## config.mk

```make
export PLATFORM = sky130hd
export DESIGN_NAME = qtgr_addr_map
export DESIGN_NICKNAME = d
export VERILOG_FILES = /design/src/qtgr_pkg.sv /design/src/qtgr_addr_map.sv
export SDC_FILE = /design/constraint.sdc
export NUM_CORES = 1
export LEC_CHECK = 0
export BUFFER_PORTS_ARGS = -buffer_cell sky130_fd_sc_hd__buf_2
export CORE_UTILIZATION = 62
export DETAILED_ROUTE_END_ITERATION = 16
export GPL_TIMING_DRIVEN = 0
export PLACE_DENSITY = 0.91
export SYNTH_ARGS = -nofsm -noshare
export SYNTH_HDL_FRONTEND = slang
export SYNTH_SLANG_ARGS = --single-unit
export TNS_END_PERCENT = 50
```

## constraint.sdc

```tcl
create_clock -name vclk -period 6.69
set_input_delay 0.669 -clock vclk [all_inputs]
set_output_delay 0.669 -clock vclk [all_outputs]
set_load 0.03 [all_outputs]
```

## src/qtgr_pkg.sv

```systemverilog
`timescale 1ns / 1ps
// ----------------------------------------------------------------------------
// qtgr_pkg: shared types and codes of the quarter-turn grid rotator
// Field widths, request codes and direction symbol codes.
// ----------------------------------------------------------------------------
package qtgr_pkg;

  localparam int REQ_W   = 2;
  localparam int COORD_W = 6;
  localparam int SYM_W   = 3;
  localparam int GRID_W  = 7;
  localparam int TURN_W  = 2;

  typedef logic [REQ_W-1:0]   req_t;
  typedef logic [COORD_W-1:0] coord_t;
  typedef logic [SYM_W-1:0]   sym_t;
  typedef logic [GRID_W-1:0]  grid_t;
  typedef logic [TURN_W-1:0]  turns_t;

  localparam req_t REQ_TURN  = 2'd0;
  localparam req_t REQ_WRITE = 2'd1;
  localparam req_t REQ_READ  = 2'd2;

  localparam sym_t SYM_DOT   = 3'd0;
  localparam sym_t SYM_RIGHT = 3'd1;
  localparam sym_t SYM_DOWN  = 3'd4;

  localparam grid_t GRID_RESET = 7'd64;

endpackage

```

## src/qtgr_addr_map.sv

```systemverilog
`timescale 1ns / 1ps
// ----------------------------------------------------------------------------
// qtgr_addr_map: position to tile address mapping
// Clamps the tile size, checks the position against it and maps the position
// back to the source cell for a given number of left quarter turns.
// ----------------------------------------------------------------------------
module qtgr_addr_map #(
  parameter int MAX_SIZE = 64,
  parameter int AW       = 12
) (
  input  qtgr_pkg::grid_t  grid_size,
  input  qtgr_pkg::turns_t turns,
  input  qtgr_pkg::coord_t row,
  input  qtgr_pkg::coord_t col,
  output logic             in_range,
  output logic [AW-1:0]    addr
);
  import qtgr_pkg::*;

  // The register can never ask for more than its own range.
  localparam grid_t SIZE_CAP = (MAX_SIZE > 127) ? grid_t'(127) : grid_t'(MAX_SIZE);

  grid_t n;
  grid_t r_ext;
  grid_t c_ext;
  grid_t r_mir;
  grid_t c_mir;
  grid_t src_a;
  grid_t src_b;

  always_comb begin
    if (grid_size == '0) begin
      n = grid_t'(1);
    end else if (grid_size > SIZE_CAP) begin
      n = SIZE_CAP;
    end else begin
      n = grid_size;
    end
  end

  assign r_ext    = {1'b0, row};
  assign c_ext    = {1'b0, col};
  assign in_range = (r_ext < n) && (c_ext < n);
  assign r_mir    = n - grid_t'(1) - r_ext;
  assign c_mir    = n - grid_t'(1) - c_ext;

  always_comb begin
    unique case (turns)
      2'd0: begin
        src_a = r_ext;
        src_b = c_ext;
      end
      2'd1: begin
        src_a = c_ext;
        src_b = r_mir;
      end
      2'd2: begin
        src_a = r_mir;
        src_b = c_mir;
      end
      default: begin
        src_a = c_mir;
        src_b = r_ext;
      end
    endcase
  end

  // Source coordinates stay below the size in use whenever in_range holds.
  assign addr = AW'(src_a) * AW'(MAX_SIZE) + AW'(src_b);

endmodule

```

Word-level counts from Yosys, hierarchy flattened
Cells that the tools add are included.

word-level totals
  word-level logic and storage cells = 16
  register bits = 0
  bits of input ports = 21

cells by class
  eq/ne operators = 2
  magnitude comparators = 3
  add/subtract/negate cells = 4
  muxes and demuxes = 4
  reductions and logical operators = 3

operator list
  cell                                                                 number
  7-bit one-hot mux with 3 select lines                                1
  6-bit one-hot mux with 3 select lines                                1
  6-bit by 7-bit less-than comparator with 1-bit output                2
  7-bit 2-to-1 mux                                                     2
  7-bit by 6-bit subtractor with 7-bit output                          2
  12-bit by 7-bit adder with 12-bit output                             1
  7-bit greater-than comparator (second input constant)                1
  7-bit zero test                                                      1
  7-bit by 1-bit subtractor with 7-bit output (second input constant)  1
  2-bit by 1-bit == test with 1-bit output (second input constant)     1
  2-bit == test (second input constant)                                1
  2-bit zero test                                                      1
  1-bit logical AND                                                    1

Logic depth before layout (Yosys ltp)
  depth after elaboration = 7
  gate-level depth with buffers = 17

Worst setup path after synthesis
No wires, ideal clock.

  kind = in2out
  start point = input grid_size[3]
  end point = output addr[11]
  buffers on the path = 0
  cell stages on the path = 16
  setup slack = 2.137 ns
  arrival = 3.884 ns
  cells stage by stage = nor3_1 > a21oi_1 > nor2_1 > inv_1 > ha_1 > fa_1 > nand2b_1 > a21oi_1 > a21o_1 > a21oi_1 > xnor2_1 > a22o_1 > ha_1 > and3_1 > nand3_2 > xor2_1

between the ends
  word-level cells in the longest chain between the ends = 7

RTL lines
  item                                                                                                   RTL line                                  text
  from (decl)                                                                                            qtgr_addr_map.sv:11                       input qtgr_pkg::grid_t grid_size,
  7-bit greater-than comparator                                                                          qtgr_addr_map.sv:34                       end else if (grid_size > SIZE_CAP) begin
  7-bit 2-to-1 mux                                                                                       qtgr_addr_map.sv:34
  7-bit 2-to-1 mux (*)                                                                                   qtgr_addr_map.sv:32                       if (grid_size == '0) begin
  7-bit by 1-bit subtractor with 7-bit output (*)                                                        qtgr_addr_map.sv:44, qtgr_addr_map.sv:45
  7-bit by 6-bit subtractor with 7-bit output (on tied branches)                                         qtgr_addr_map.sv:45, qtgr_addr_map.sv:44
  6-bit one-hot mux with 3 select lines / 7-bit one-hot mux with 3 select lines (equally long branches)  qtgr_addr_map.sv:48                       unique case (turns)
  12-bit by 7-bit adder with 12-bit output (*)                                                           qtgr_addr_map.sv:69                       assign addr = AW'(src_a) * AW'(MAX_SIZE) + AW'(src_b);
  to (decl)                                                                                              qtgr_addr_map.sv:16                       output logic [AW-1:0] addr

Mark *: on every way between the ends. The rest lies on a longest branch, timed or not.

Worst setup path in the final report
  start point = input grid_size[3]
  end point = output addr[10]

The elaborated chain is that of the path after synthesis.

==> results_dict.tcl <==
set metrics [dict create \
    grt_pass1_vias 1215 \
    area_growth_syn_to_layout_pct 15.4 \
    slew_headroom_pct 68.4 \
    max-vdd-ir-drop_v 0.0000808 \
    place_hpwl_mm 2.84 \
    crit_buf_inv 3 \
    start_util_pct 66.9 \
    antenna_found_initial 0 \
    grt_pass1_wl_mm 4.79 \
    wire_per_inst_um 15.4 \
    die-area_mm2 0.00233 \
    drv_slew 0 \
    required_ns 6.02 \
    worstSetupStartpoint "grid_size[3]" \
    hold_violations 0 \
    pre_cts_ws_ns 1.70 \
    crit_type "input pin to output port" \
    max_freq_mhz 200 \
    ios 34 \
    fin_crit_ns 4.99 \
    rows 16 \
    cp_slowest_cell "fa_1" \
    vias 1347 \
    final_layout_size_suffix_gt1_share_pct 25.7 \
    die_h_um 48.3 \
    io_buffers 34 \
    fin_crit_sh_pct 74.6 \
    crit_end "addr[10]" \
    max_stage_delay_ns 0.46 \
    firstDrtPassIters 4 \
    grt_max_degree 11 \
    fin_nets 239 \
    grt_overflow 0 \
    path_delay_family "adder cells" \
    fin_ws_ns 1.70 \
    crit_fanout 5 \
    cp.depth 18 \
    core_mm2 0.00198 \
    design.seq.count 0 \
    max_slew.worst_pin.slew_ns 0.470 \
    gp_congestion 0.808 \
    drt-initial-drc-count 56 \
    post-route-drc-count 0 \
    register_area_um2 0 \
    synth_seq_area_share_pct 0 \
    finalPower_w 0.000207 \
    die_w_um 48.3 \
    setup_violations 0 \
    p_leak_nw 0.771 \
    max_cap_viol_count 0 \
    cp-start-kind "input pin" \
    cts_resized 0 \
    drt_wl_total_mm 3.29 \
    cp-end-kind "output port" \
    vias_per_cell 6.29 \
    status "finished clean" \
    gr-usage-all-layers_pct 28.8 \
    final_common_cell "buf_2" \
    rsz0062_at_grt "no" \
    crit_chain "buf_2 -> nor3_1 -> a21oi_1 -> nor2_1 -> inv_1 -> ha_1 -> fa_1 -> nand2b_1 -> a21oi_1 -> a21o_1 -> a21oi_1 -> xnor2_1 -> a22o_1 -> ha_1 -> ha_1 -> nand3_1 -> xnor2_1 -> buf_2" \
    syn_nets 203 \
    min_path_type "input pin to output port" \
    synth_cell_types 43 \
    power_density_mw_per_mm2 135 \
    syn_inst 153 \
    ant_nets 0 \
    syn_area_per_cell_um2 8.67 \
    cts_setup_buffers 0 \
    cp.arrival_ns 4.32 \
    final_cell_mix "buf_2, ha_1, inv_1" \
    synthesis.area_mm2 0.00133 \
    diodes 0 \
    yosys_warnings 0 \
    tns_ns 0 \
    hold_buffers 0 \
    n_clock_buffer 0 \
]
-- Yosys cell counts (2+ instances only) --
master	n	area share (%)
o21a_1	4	2.3
fa_1	2	3.0
a21oi_1	7	2.6
nand3_1	3	1.1
nand2b_1	8	3.8
a21bo_1	2	1.5
mux4_2	8	14
ha_1	27	25
a22o_1	2	1.3
xnor2_1	8	5.3
nor2b_1	7	3.3
o31ai_1	3	1.7
nand2_1	4	1.1
mux4_1	2	4.0
o211ai_1	3	1.7
xor2_1	8	5.3
nor2_1	10	2.8
a21o_1	2	1.1
inv_1	18	5.1
nor3_1	2	0.75
-- cells by family after synthesis --
| kind of cell | share of synthesized area, % |
|---|---|
| AOI/OAI and AO/OA | 20.3 |
| xor gates and xnor gates | 10.6 |
| adders and majority gates | 28.5 |
| buffers and inverters | 6.32 |
| muxes | 18.3 |
| and+or+nand+nor | 16.0 |
-- layout make-up --
cell class                 count  area [um^2]
multi-input combinational    132         1240
fill                         145          452
timing repair buffer          34          170
buffer                         3         16.3
tap                           27         33.8
inverter                      18         67.6
-- where the power goes --
part	switching [W]	internal, W
Clock	0	0
Sequential	0	0
Combinational	0.000121	0.0000859
-- routing by layer --
metal	GRT usage [%]	wire, um
met1	32.6	1240
met4	7.22	55
met3	1.85	229
met2	57.1	1760
met5	0	0
-- through the flow --
step | cells | utilization [%] | hold WS, ns | instance area (um^2)
floorplan | 153 | - | 1.65 | 1330
global placement | 214 | 77.2 | 1.84 | 1530
detailed placement | 214 | 77.2 | 1.85 | 1530
CTS | 214 | 77.2 | 1.85 | 1530
global route | 214 | 77.2 | 1.88 | 1530
finish | 214 | 77.2 | 1.85 | 1530
-- worst min path at each step --
stage,slack (ns),endpoint,cells past startpoint,startpoint
2_1_floorplan,1.65,addr[5],2,turns[0]
6_report,1.85,addr[4],3,col[4]
5_1_grt,1.88,addr[3],3,row[3]
3_3_place_gp,1.84,addr[0],3,col[0]
3_5_place_dp,1.85,addr[4],3,col[4]
4_1_cts,1.85,addr[4],3,col[4]
Note: power is estimated with default switching activity, not from simulation.
